### src/grid_ray_traversal_dda_top_macros.svh
// assertion macros used by the grid ray traversal controller
`ifndef GRID_RAY_TRAVERSAL_DDA_TOP_MACROS_SVH
`define GRID_RAY_TRAVERSAL_DDA_TOP_MACROS_SVH

// condition implies consequence in the same cycle
`define GRT_ASSERT_SAME(label, ante, cons, msg) \
   label: assert property (@(posedge clock) disable iff (reset) (ante) |-> (cons)) \
      else $error(msg);

// condition implies consequence in the next cycle
`define GRT_ASSERT_NEXT(label, ante, cons, msg) \
   label: assert property (@(posedge clock) disable iff (reset) (ante) |=> (cons)) \
      else $error(msg);

`endif

### src/grt_pkg.sv
// types, constants and command codes of the grid ray traversal block
package grt_pkg;

   localparam int MAP_DIM   = 64;
   localparam int FRAC_BITS = 16;

   localparam int CELL_W  = $clog2(MAP_DIM);
   localparam int ADDR_W  = 2 * CELL_W;
   localparam int MPOS_W  = CELL_W + 2;
   localparam int TILE_W  = 9;
   localparam int POS_W   = 22;
   localparam int DIR_W   = 18;
   localparam int MAG_W   = DIR_W;
   localparam int CFG_W   = 7;
   localparam int DIST_W  = 24;
   localparam int WALL_W  = 16;
   localparam int FX_W    = FRAC_BITS + 1;
   localparam int NUM_W   = CELL_W + FRAC_BITS + 2;
   localparam int SIDE_W  = NUM_W + MAG_W;
   localparam int PROD_W  = NUM_W + 1 + DIR_W;
   localparam int DIV_W   = SIDE_W;
   localparam int HIT_W   = CELL_W + FRAC_BITS + 1;
   localparam int SQ_W    = 2 * HIT_W;
   localparam int ROOT_W  = SQ_W / 2 + 1;
   localparam int RAD_W   = 2 * ROOT_W;
   localparam int SREM_W  = ROOT_W + 2;

   localparam int DIV_STEPS  = DIV_W;
   localparam int SQRT_STEPS = ROOT_W;
   localparam int CNT_W      = $clog2(DIV_STEPS);

   localparam int CSR_IDX_W = 2;
   localparam logic [CSR_IDX_W-1:0] CSR_MAP_WIDTH  = 2'd0;
   localparam logic [CSR_IDX_W-1:0] CSR_MAP_HEIGHT = 2'd1;

   localparam logic OP_LOAD = 1'b0;
   localparam logic OP_CAST = 1'b1;

   localparam logic [1:0] FACE_N = 2'd0;
   localparam logic [1:0] FACE_S = 2'd1;
   localparam logic [1:0] FACE_E = 2'd2;
   localparam logic [1:0] FACE_W = 2'd3;

   localparam logic [DIST_W-1:0] DIST_MAX = '1;
   localparam logic [WALL_W-1:0] WALL_MAX = '1;

   typedef enum logic [4:0] {
      CMD_NONE,
      CMD_INIT,
      CMD_SIDEX,
      CMD_SIDEY,
      CMD_STEP,
      CMD_CHECK,
      CMD_DIV_PERP,
      CMD_DIV_ITER,
      CMD_PERP_DONE,
      CMD_MUL,
      CMD_DIV_COORD,
      CMD_COORD_DONE,
      CMD_EXY,
      CMD_SQX,
      CMD_SQY,
      CMD_SQRT_ITER,
      CMD_OUT
   } dp_op_type;

   typedef struct packed {
      dp_op_type op;
      logic      tile_wr;
   } dp_cmd_type;

   typedef struct packed {
      logic clear_done;
      logic oob;
      logic hit;
   } dp_stat_type;

endpackage

### src/grt_ctrl.sv
// controller: sequences clear sweep, ray stepping, divisions, root and response
module grt_ctrl (
   input  logic                  clock,
   input  logic                  reset,
   input  logic                  req_valid,
   output logic                  req_ready,
   input  logic                  req_operation,
   output logic                  rsp_valid,
   input  logic                  rsp_ready,
   output grt_pkg::dp_cmd_type   cmd,
   input  grt_pkg::dp_stat_type  stat
);
   import grt_pkg::*;

   typedef enum logic [4:0] {
      S_CLEAR, S_IDLE, S_SIDEX, S_SIDEY, S_STEP, S_CHECK,
      S_DIVP, S_DIVP_RUN, S_PERP, S_MUL, S_DIVC, S_DIVC_RUN, S_COORD,
      S_EXY, S_SQX, S_SQY, S_SQRT, S_OUT
   } state_type;

   state_type        state_ff, state_in;
   logic [CNT_W-1:0] cnt_ff, cnt_in;
   logic             rsp_valid_ff, rsp_valid_in;
   logic             req_fire, out_free;

   assign req_ready = (state_ff == S_IDLE);
   assign req_fire  = req_valid && req_ready;
   assign out_free  = !rsp_valid_ff || rsp_ready;
   assign rsp_valid = rsp_valid_ff;

   // next state and datapath command
   always_comb begin
      state_in     = state_ff;
      cnt_in       = cnt_ff;
      cmd.op       = CMD_NONE;
      cmd.tile_wr  = 1'b0;
      rsp_valid_in = rsp_valid_ff && !rsp_ready;
      unique case (state_ff)
         S_CLEAR: if (stat.clear_done) state_in = S_IDLE;
         S_IDLE: begin
            if (req_fire) begin
               if (req_operation == OP_CAST) begin
                  cmd.op   = CMD_INIT;
                  state_in = S_SIDEX;
               end else begin
                  cmd.tile_wr = 1'b1;
               end
            end
         end
         S_SIDEX: begin
            cmd.op   = CMD_SIDEX;
            state_in = S_SIDEY;
         end
         S_SIDEY: begin
            cmd.op   = CMD_SIDEY;
            state_in = S_STEP;
         end
         S_STEP: begin
            cmd.op   = CMD_STEP;
            state_in = S_CHECK;
         end
         S_CHECK: begin
            cmd.op = CMD_CHECK;
            if (stat.oob) begin
               state_in = S_OUT;
            end else if (stat.hit) begin
               state_in = S_DIVP;
            end else begin
               state_in = S_STEP;
            end
         end
         S_DIVP: begin
            cmd.op   = CMD_DIV_PERP;
            cnt_in   = CNT_W'(DIV_STEPS - 1);
            state_in = S_DIVP_RUN;
         end
         S_DIVP_RUN: begin
            cmd.op = CMD_DIV_ITER;
            cnt_in = cnt_ff - CNT_W'(1);
            if (cnt_ff == '0) state_in = S_PERP;
         end
         S_PERP: begin
            cmd.op   = CMD_PERP_DONE;
            state_in = S_MUL;
         end
         S_MUL: begin
            cmd.op   = CMD_MUL;
            state_in = S_DIVC;
         end
         S_DIVC: begin
            cmd.op   = CMD_DIV_COORD;
            cnt_in   = CNT_W'(DIV_STEPS - 1);
            state_in = S_DIVC_RUN;
         end
         S_DIVC_RUN: begin
            cmd.op = CMD_DIV_ITER;
            cnt_in = cnt_ff - CNT_W'(1);
            if (cnt_ff == '0) state_in = S_COORD;
         end
         S_COORD: begin
            cmd.op   = CMD_COORD_DONE;
            state_in = S_EXY;
         end
         S_EXY: begin
            cmd.op   = CMD_EXY;
            state_in = S_SQX;
         end
         S_SQX: begin
            cmd.op   = CMD_SQX;
            state_in = S_SQY;
         end
         S_SQY: begin
            cmd.op   = CMD_SQY;
            cnt_in   = CNT_W'(SQRT_STEPS - 1);
            state_in = S_SQRT;
         end
         S_SQRT: begin
            cmd.op = CMD_SQRT_ITER;
            cnt_in = cnt_ff - CNT_W'(1);
            if (cnt_ff == '0) state_in = S_OUT;
         end
         S_OUT: begin
            if (out_free) begin
               cmd.op       = CMD_OUT;
               rsp_valid_in = 1'b1;
               state_in     = S_IDLE;
            end
         end
         default: state_in = S_CLEAR;
      endcase
   end

   // state and registered outputs
   always_ff @(posedge clock) begin
      if (reset) begin
         state_ff     <= S_CLEAR;
         cnt_ff       <= '0;
         rsp_valid_ff <= 1'b0;
      end else begin
         state_ff     <= state_in;
         cnt_ff       <= cnt_in;
         rsp_valid_ff <= rsp_valid_in;
      end
   end

`include "grid_ray_traversal_dda_top_macros.svh"

   `GRT_ASSERT_SAME(a_no_overwrite, cmd.op == CMD_OUT, out_free, "pending response overwritten")
   `GRT_ASSERT_SAME(a_req_after_clear, req_fire, stat.clear_done, "request taken during clear")
   `GRT_ASSERT_NEXT(a_step_then_check, state_ff == S_STEP, state_ff == S_CHECK, "step without check")
   `GRT_ASSERT_NEXT(a_out_sets_valid, cmd.op == CMD_OUT, rsp_valid_ff, "response not raised")
endmodule

### config.mk
export PLATFORM = sky130hd
export DESIGN_NAME = grt_ctrl
export DESIGN_NICKNAME = d
export VERILOG_FILES = /design/src/grt_pkg.sv /design/src/grt_ctrl.sv
export VERILOG_INCLUDE_DIRS = /design/src /design/src/src
export SDC_FILE = /design/constraint.sdc
export NUM_CORES = 1
export LEC_CHECK = 0
export ABC_CLOCK_PERIOD_IN_PS = 1500
export BUFFER_PORTS_ARGS = -buffer_cell sky130_fd_sc_hd__clkbuf_2
export CAP_MARGIN = 20
export CELL_PAD_IN_SITES_DETAIL_PLACEMENT = 0
export CELL_PAD_IN_SITES_GLOBAL_PLACEMENT = 1
export CORE_UTILIZATION = 37
export CTS_BUF_LIST = sky130_fd_sc_hd__clkbuf_8
export DETAILED_ROUTE_END_ITERATION = 8
export PLACE_DENSITY = 0.79
export SYNTH_ARGS = -nofsm -noshare
export SYNTH_HDL_FRONTEND = slang
export SYNTH_SLANG_ARGS = --single-unit
### constraint.sdc
create_clock -name clock -period 1.5 [get_ports clock]
set_input_delay 0.3 -clock clock [delete_from_list [all_inputs] [get_ports clock]]
set_output_delay 0.3 -clock clock [all_outputs]
set_load 0.05 [all_outputs]
==> results of run 1 <==
-- Yosys cell counts (2+ instances only) --
library cell   n  area, um^2
dfxtp_1       12       240.2
o21ai_1        3       15.01
o22ai_1        3       18.77
buf_2          2       10.01
a22oi_1        2       15.01
nand3_1        6       30.03
clkbuf_1       7       26.28
a211oi_1       5       37.54
a21oi_1       15       75.07
nor3_1         3       15.01
nand2_1       15       56.30
xnor2_1        2       17.52
o21ai_0        5       25.02
o32ai_1        2       17.52
nor2b_1        8       50.05
nand2b_1       3       18.77
ha_1           2       25.02
inv_1          5       18.77
nor2_1        15       56.30
-- layout make-up --
cell class | instances | area, um^2
fill | 170 | 630.6
sequential | 12 | 256.5
multi-input combinational | 110 | 904.6
tap | 30 | 37.54
inverter | 6 | 26.28
clock buffer | 3 | 41.29
timing repair buffer | 67 | 603.1
-- what timing repair did --
item                       in CTS  in global routing
gates resized for setup        60                 16
pin swaps                      13                  7
buffers inserted                8                  1
setup endpoints to repair      18                 18
-- power by group through the flow --
| stage | Combinational [mW] | Clock [mW] | Sequential, mW |
|---|---|---|---|
| after floorplan | 0.219 | 0 | 0.338 |
| after global placement | 0.326 | 0 | 0.354 |
| after detailed placement | 0.333 | 0 | 0.354 |
| after CTS | 0.434 | 0.296 | 0.342 |
| after global routing | 0.483 | 0.308 | 0.344 |
| final | 0.458 | 0.293 | 0.344 |
-- sequential cells by signal, summed over array words and instances (netlist names) --
register   flops
cnt_ff         6
rsp_valid      1
state_ff       5
-- worst max-delay path: stages (launching register included) --
cell and delay, ns:
dfxtp_4 0.39, nand2_1 0.10, mux2i_1 0.23, nor3_1 0.10
a311o_2 0.37, buf_8 0.15
-- layer usage --
layer,wire [um],vias up,part of all wire,track usage
met1,1522,617,0.43,0.3547
met2,1748,45,0.49,0.4479
met3,179,14,0.050,0.05085
met4,113,0,0.032,0.08772
li1,-,623,-,-
met5,0,-,0,0
-- cells by family (layout without fill, tap and decap cells) --
family | Yosys count | count (layout) | share of synthesized area
flip-flops | 12 | 12 | 0.2443
AND/OR/NAND/NOR | 58 | 58 | 0.2939
AO/OA/AOI/OAI | 46 | 46 | 0.3282
XOR/XNOR | 3 | 3 | 0.02672
buffers and inverters | 16 | 76 | 0.07125
multiplexers | 1 | 1 | 0.01018
adder cells (fa/ha/maj) | 2 | 2 | 0.02544
-- through the flow --
stage | power, mW | hold slack [ns] | area (um^2)
after CTS | 1.072 | 0.3765 | 1818
after global routing | 1.135 | 0.4020 | 1869
after global placement | 0.6801 | 0.4715 | 1463
after floorplan | 0.5576 | 0.4566 | 1105
after detailed placement | 0.6874 | 0.4861 | 1463
final | 1.095 | 0.3738 | 1869
-- path summary, 6_finish.rpt --
path         cells after the start   startpoint  slack, ns   endpoint
max reg2reg                      7  state_ff[2]      -0.33  cnt_ff[2]
min reg2reg                      2    rsp_valid       0.52  rsp_valid
max                              5  state_ff[3]      -0.40     cmd[1]
min                              3    rsp_ready       0.37  rsp_valid
==> implementation parameters, run 1 <==
Parameter                              Value

STA
  Highest clock frequency the design can meet    527.4 MHz
  Unrepaired setup endpoints after global routing    yes
  Aggregate negative setup slack    -4.893 ns
  Setup Viol. Count Final    18
  Post-Route Skew    approximately 0.0021 ns
  Share of the clock period used by the worst path    1.264
  Worst relative slew slack    0.7414
  Min Tclk post-route    roughly 1.9 ns
  Count of endpoints failing hold in the final timing report    0
  Worst setup slack after layout    -0.3962 ns
  Tightest Pin Transition    roughly 0.39 ns
  Number of max-slew violations in the final report    0

Yosys
  Sequential area share after synthesis    0.2443
  Total of flip-flops plus latches after synthesis    12
  Post-Syn Instances    roughly 140
  Cell variety after synth    42
  Most common flop cell mapped by yosys    dfxtp_1
  Share of synthesized registers carrying an async set or reset    0
  Net count of the mapped netlist    148
  Yosys warning total    0
  Number of enable-type register cells in the synthesized netlist    0
  Netlist area before placement    slightly below 1000 um^2
  Post-Syn Area per Cell    between 7 and 8 um^2

Placed design
  Port bufs    15
  Placement Setup Slack    -0.3017 ns
  # placed instances    around 220
  HPWL reported at the end of detailed placement    around 2300 um
  Final weighted congestion of routability-driven global placement    ~0.84

Finish
  Layout overhead on the synthesized area    90.08%
  Net count reported at finish    210
  Most common cell after layout, fill and taps aside    buf_4
  Leading cell types in the layout, fill and taps excluded    buf_4, buf_6, nor2_1
  Antenna diodes    0
  Share of layout cells above drive strength 1    0.6010
  Post-layout instance count excluding filler cells    about 230
  Fin util    0.7477

Pwr
  Internal power of the cells    0.7261 mW
  Combinational group share of total power    0.419
  Switching part of the total power    0.3369
  Lkg Pwr    0.7346 nW
  Max IR drop VDD    between 0.0008 and 0.0009 V
  Switching power    0.3689 mW
  Clk network pwr share    0.268
  Pwr dens    ~590 nW/um^2
  Power share of the sequential group    0.314

Clocking
  Root Buffer    clkbuf_8
  Largest buffer count on any clock path    2
  Total clock buffers created by CTS    3
  Hold buffer count at CTS    0
  Clk pin slew, worst setup/hold paths    around 0.05 ns
  CTS tree    done
  Insertion delay to the later sink of the worst-skew pair    between 0.2 and 0.25 ns
  Clock Sink Count    12
  H-tree depth reported by CTS    1

Setup path
  Worst endpoint required time    roughly 1.2 ns
  Class of the most critical setup path    flip-flop to output port
  CP arrival    approximately 1.6 ns
  Type of element launching the critical path    flip-flop
  Endpoint type of the worst setup path    output port
  Largest fanout of any net on the critical path    7

Floorplanning
  Die Y-Extent    roughly 54 um
  Floorplan die area    approximately 2900 um^2
  Initial standard-cell utilization of the core    0.3934
  Core Box Area    ~2500 um^2
  Number of top-level design ports    16
  Total number of placement rows    18
  Horizontal die dimension    around 54 um

Detailed routing
  Via/cell ratio    5.697
  Detailed-route via count    between 1,000 and 1,500
  Post-detailed-route count of antenna-violating nets    0
  DRC violation total after the first TritonRoute iteration    24
  Pre-antenna DRT Iters    4
  Remaining design rule violation count    0
  Total wire length after detailed routing    ~3600 um
  Average detailed-routed wire length per instance    15.63 um

Global route
  Global Route Usage Sum    0.2720
  Number of antenna violations at the first check in global routing    0
  Vias in the first global route    around 1,200
  Maximum number of pins on one net before global-route repair    13
  Wire length of the first global-routing pass    5623 um
  Congestion Overflow GR    0

Status
  Violated checks    setup timing
  Run status    complete, but fails checks

Worst hold path
  Class of the most critical hold timing path    input pin to flip-flop

Run
  Max Cap Violations    0
Note: power is estimated with default switching activity, not from simulation.
==> run 2, diff against run 1 <==
--- a/config.mk
+++ b/config.mk
@@ -14,7 +14,7 @@
 export CORE_UTILIZATION = 37
 export CTS_BUF_LIST = sky130_fd_sc_hd__clkbuf_8
 export DETAILED_ROUTE_END_ITERATION = 8
-export PLACE_DENSITY = 0.79
+export PLACE_DENSITY = 0.76
 export SYNTH_ARGS = -nofsm -noshare
 export SYNTH_HDL_FRONTEND = slang
 export SYNTH_SLANG_ARGS = --single-unit
==> implementation parameters, run 2 (synthesized netlist as in run 1, its figures left out) <==
Parameter                              Value

Finish
  Most flops, register    cnt_ff
  Fillcell total    slightly below 200
  Antenna diodes    0
  Fin util    0.7307
  Number of flip-flops under the largest register name    6
  Net count reported at finish    204
  Most common cell after layout, fill and taps aside    buf_4
  Leading cell types in the layout, fill and taps excluded    buf_4, nor2_1, a21oi_1
  Layout overhead on the synthesized area    85.75%
  Share of layout cells above drive strength 1    0.5492

STA
  Share of the clock period used by the worst path    1.268
  Worst relative slew slack    0.6863
  Min Tclk post-route    1.901 ns
  Tightest Pin Transition    approximately 0.47 ns
  Post-Route Skew    0.0008241 ns
  Worst setup slack after layout    -0.4015 ns
  Number of max-slew violations in the final report    0
  Highest clock frequency the design can meet    525.9 MHz
  Unrepaired setup endpoints after global routing    yes
  Count of endpoints failing hold in the final timing report    0
  Worst-case hold slack    0.3639 ns
  Setup Viol. Count Final    18

Placed design
  HPWL reported at the end of detailed placement    2297 um
  Final weighted congestion of routability-driven global placement    about 0.93
  Placement Setup Slack    -0.3611 ns
  Port bufs    15

Setup path
  Critical path cell sequence    or4b_4 > nor2_4 > a311o_2 > buf_8
  Crit path buffers/inverters    1
  Largest fanout of any net on the critical path    3
  Class of the most critical setup path    flip-flop to output port
  Largest stage delay, worst path    0.58 ns
  Endpoint type of the worst setup path    output port
  Launching point of the worst reg2reg path    state_ff[3]
  Critical path launch point    state_ff[3]
  Type of element launching the critical path    flip-flop
  Worst endpoint required time    1.20 ns
  Top delay family on crit path    simple AND/OR/NAND/NOR gates
  CP arrival    approximately 1.6 ns
  Critical path's slowest cell    or4b_4

Detailed routing
  Pre-antenna DRT Iters    4
  Routed length on met1    1385 um
  Detailed route wirelength on metal2    ~1800 um
  Via/cell ratio    around 5.6
  Total wire length after detailed routing    about 3400 um
  DRC violation total after the first TritonRoute iteration    slightly below 60
  Average detailed-routed wire length per instance    ~15 um
  Post-detailed-route count of antenna-violating nets    0
  Remaining design rule violation count    0
  Met3 WL post-DR    around 160 um
  Highest metal layer used by the detailed router    met4
  Detailed-route via count    approximately 1,200

Clocking
  Clock Sink Count    12
  Total clock buffers created by CTS    3
  Root Buffer    clkbuf_8
  CTS tree    done
  Insertion delay to the later sink of the worst-skew pair    around 0.24 ns
  Clk pin slew, worst setup/hold paths    0.06 ns
  H-tree depth reported by CTS    1
  Largest buffer count on any clock path    2

Status
  Violated checks    setup timing
  Run status    complete, but fails checks

Floorplanning
  Core Box Area    ~2500 um^2
  Total number of placement rows    18
  Die Y-Extent    roughly 54 um
  Floorplan die area    2868 um^2
  Number of top-level design ports    16
  Horizontal die dimension    between 50 and 60 um
  Initial standard-cell utilization of the core    0.3934

Run
  Max Cap Violations    0

Global route
  Maximum number of pins on one net before global-route repair    12
  Congestion Overflow GR    0
  Wire length of the first global-routing pass    5202 um
  Global Route Usage Sum    0.2541
  Number of antenna violations at the first check in global routing    0
  Vias in the first global route    1,169

Pwr
  Final Power    ~1.1 mW
  Pwr dens    between 600 and 700 nW/um^2
  Lkg Pwr    slightly above 0.7 nW
  Max IR drop VDD    0.0005011 V

Worst hold path
  Hold Startpoint    rsp_ready
  Class of the most critical hold timing path    input pin to flip-flop
## run 2: final cells by class
| cell class | count | area [um^2] | share of cell area |
|---|---|---|---|
| Clock buffer | 4 | 55.05 | 0.03014 |
| Multi-Input combinational cell | 110 | 890.9 | 0.4877 |
| Tap cell | 30 | 37.54 | 0.02055 |
| Inverter | 6 | 26.28 | 0.01438 |
| Timing Repair Buffer | 61 | 560.5 | 0.3068 |
| Sequential cell | 12 | 256.5 | 0.1404 |
## run 2: path summary, 6_finish.rpt
check	slack, ns	cells after the start	to
hold / removal	0.36	3	rsp_valid
setup reg to reg	-0.36	7	cnt_ff[2]
setup / recovery	-0.40	4	cmd[1]
hold reg to reg	0.49	2	cnt_ff[4]
## run 2: metal layers
| metal | vias to the layer above | track usage |
|---|---|---|
| li1 | 606 | - |
| met2 | 45 | 0.4542 |
| met3 | 10 | 0.04237 |
| met1 | 584 | 0.2850 |
| met4 | 0 | 0.1360 |
| met5 | - | 0 |
## run 2: where the power goes
part / leakage (nW) / internal, mW / switching (mW)
sequential: 0.100 / 0.325 / 0.0231
combinational: 0.584 / 0.198 / 0.212
clock: 0.0288 / 0.232 / 0.132
## run 2: worst reg2reg max path: stages, from the launching register on
cell and delay [ns]:
dfxtp_4 0.36, or4b_4 0.58, buf_6 0.17, o22ai_4 0.25, buf_6 0.15, and2b_1 0.11
o21ai_1 0.06, a21oi_1 0.12
## run 2: per-stage QoR
stage	TNS, ns	instance area [um^2]	std cells
after floorplan	-1.989	1105	138
after global placement	-3.557	1468	213
after detailed placement	-4.147	1468	213
after CTS	-4.887	1742	221
after global routing	-6.000	1827	223
final	-5.120	1827	223
## run 2: repair_timing
action	CTS	global route
setup buffers	5	2
cloned	0	0
hold buffers	0	0
endpoints found under the setup margin	18	18
pin swaps	6	13
resized for setup	44	16
==> run 3, diff against run 2 <==
--- a/config.mk
+++ b/config.mk
@@ -7,7 +7,7 @@
 export NUM_CORES = 1
 export LEC_CHECK = 0
 export ABC_CLOCK_PERIOD_IN_PS = 1500
-export BUFFER_PORTS_ARGS = -buffer_cell sky130_fd_sc_hd__clkbuf_2
+export BUFFER_PORTS_ARGS = -buffer_cell sky130_fd_sc_hd__buf_2
 export CAP_MARGIN = 20
 export CELL_PAD_IN_SITES_DETAIL_PLACEMENT = 0
 export CELL_PAD_IN_SITES_GLOBAL_PLACEMENT = 1
==> implementation parameters, run 3 (synthesized netlist as in run 1, its figures left out) <==
Parameter                              Value

Clocking
  Total clock buffers created by CTS    3
  Largest buffer count on any clock path    2
  CTS tree    done
  Clk pin slew, worst setup/hold paths    ~0.050 ns
  H-tree depth reported by CTS    1
  Hold buffer count at CTS    0
  Root Buffer    clkbuf_8
  Clock Sink Count    12
  Insertion delay to the later sink of the worst-skew pair    0.24 ns

Setup path
  R2R Path End    cnt_ff[2]
  CP arrival    around 1.6 ns
  Endpoint type of the worst setup path    output port
  Critical path launch point    state_ff[2]
  Number of cells on the worst reg-to-reg path    7
  Class of the most critical setup path    flip-flop to output port
  Register-to-Register Setup Slack    -0.36 ns
  Largest fanout of any net on the critical path    7
  Type of element launching the critical path    flip-flop
  Worst endpoint required time    1.20 ns
  Launching point of the worst reg2reg path    state_ff[3]
  Worst setup path endpoint    cmd[1]

Placed design
  # placed instances    212
  Placement Setup Slack    -0.2777 ns
  Port bufs    15
  Final weighted congestion of routability-driven global placement    about 0.88
  HPWL reported at the end of detailed placement    between 2000 and 2500 um

Finish
  Share of layout cells above drive strength 1    0.5874
  Post-layout instance count excluding filler cells    236
  Leading cell types in the layout, fill and taps excluded    buf_4, buf_6, nand2_1
  Most flops, register    cnt_ff
  Fin util    0.7613
  Layout overhead on the synthesized area    93.51%
  Net count reported at finish    about 220
  Fillcell total    ~170
  Number of flip-flops under the largest register name    6
  Antenna diodes    0
  Most common cell after layout, fill and taps aside    buf_4

Detailed routing
  Average detailed-routed wire length per instance    approximately 16 um
  Remaining design rule violation count    0
  Pre-antenna DRT Iters    4
  Detailed-route via count    ~1,300
  Post-detailed-route count of antenna-violating nets    0
  Via/cell ratio    about 5.4
  Total wire length after detailed routing    approximately 3700 um
  DRC violation total after the first TritonRoute iteration    42

STA
  Tightest Pin Transition    just over 0.4 ns
  Min Tclk post-route    between 1.5 and 2 ns
  Aggregate negative setup slack    -5.554 ns
  Share of the clock period used by the worst path    1.250
  Worst-case hold slack    0.3628 ns
  Unrepaired setup endpoints after global routing    yes
  Worst relative slew slack    0.7222
  Highest clock frequency the design can meet    approximately 530 MHz
  Worst setup slack after layout    -0.3749 ns
  Post-Route Skew    between 0.003 and 0.004 ns
  Number of max-slew violations in the final report    0
  Setup Viol. Count Final    18
  Count of endpoints failing hold in the final timing report    0

Worst hold path
  Class of the most critical hold timing path    input pin to flip-flop

Pwr
  Pwr dens    about 560 nW/um^2
  Lkg Pwr    between 0.7 and 0.8 nW
  Max IR drop VDD    between 0.0005 and 0.0006 V

Floorplanning
  Core Box Area    2500 um^2
  Floorplan die area    2868 um^2
  Die Y-Extent    roughly 54 um
  Total number of placement rows    18
  Number of top-level design ports    16
  Horizontal die dimension    roughly 54 um
  Initial standard-cell utilization of the core    0.3934

Status
  Run status    complete, but fails checks
  Violated checks    setup timing

Global route
  Maximum number of pins on one net before global-route repair    15
  Wire length of the first global-routing pass    approximately 5200 um
  Congestion Overflow GR    0
  Global Route Usage Sum    0.2538
  Vias in the first global route    around 1,200
  Number of antenna violations at the first check in global routing    0

Run
  Max Cap Violations    0
-- run 3: changes by cell type in the layout (fill, tap and decap cells not counted), moves of 7 or more --
cell | before | now
buf_6 | 6 | 18
buf_2 | 0 | 8
clkbuf_2 | 8 | 0
buf_4 | 37 | 44
-- run 3: final cells by class --
type,count,area [um^2],share of cell area
Multi-Input combinational cell,110,882.1,0.4635
Inverter,6,30.03,0.01578
Tap cell,30,37.54,0.01972
Sequential cell,12,254.0,0.1335
Timing Repair Buffer,75,658.1,0.3458
Clock buffer,3,41.29,0.02170
-- run 3: worst min path at each step --
| stage | cells past startpoint | slack, ns | endpoint | start |
|---|---|---|---|---|
| after CTS | 2 | 0.36 | state_ff[0] | reset |
| after floorplan | 2 | 0.46 | cnt_ff[4] | cnt_ff[4] |
| after global placement | 2 | 0.47 | cnt_ff[4] | cnt_ff[4] |
| after global routing | 2 | 0.38 | state_ff[0] | reset |
| after detailed placement | 2 | 0.48 | cnt_ff[4] | cnt_ff[4] |
| final | 2 | 0.36 | state_ff[0] | reset |
-- run 3: what timing repair did --
| item | in CTS | in global routing |
|---|---|---|
| pin swaps | 10 | 13 |
| resized for setup | 47 | 21 |
| endpoints found under the setup margin | 18 | 18 |
| buffers inserted | 14 | 8 |
-- run 3: layer usage --
layer  part of all wire  GRT usage  wire length (um)  vias up
met3              0.038    0.05367               143        2
met4             0.0037    0.06579                14        0
met2               0.53     0.4500              1989       32
li1                   -          -                 -      633
met5                  0          0                 0        -
met1               0.43     0.3082              1597      616
-- run 3: power by group --
part	total (mW)	switching (mW)	internal (mW)	leakage (nW)
logic	0.420	0.224	0.196	0.657
registers	0.347	0.0211	0.326	0.100
clock network	0.297	0.120	0.177	0.0216
-- run 3: critical path: stages, from the launching register on --
cell and delay, ns:
dfxtp_4 0.40, buf_6 0.12, nor3_4 0.04, buf_6 0.11, nand2_4 0.08, clkinvlp_4 0.09, a311o_2 0.33, buf_8 0.15
-- run 3: per-stage QoR --
step,area [um^2],power (mW)
5_1_grt,1903,1.117
3_3_place_gp,1445,0.6638
3_5_place_dp,1445,0.6699
2_1_floorplan,1105,0.5576
4_1_cts,1760,1.036
6_report,1903,1.065
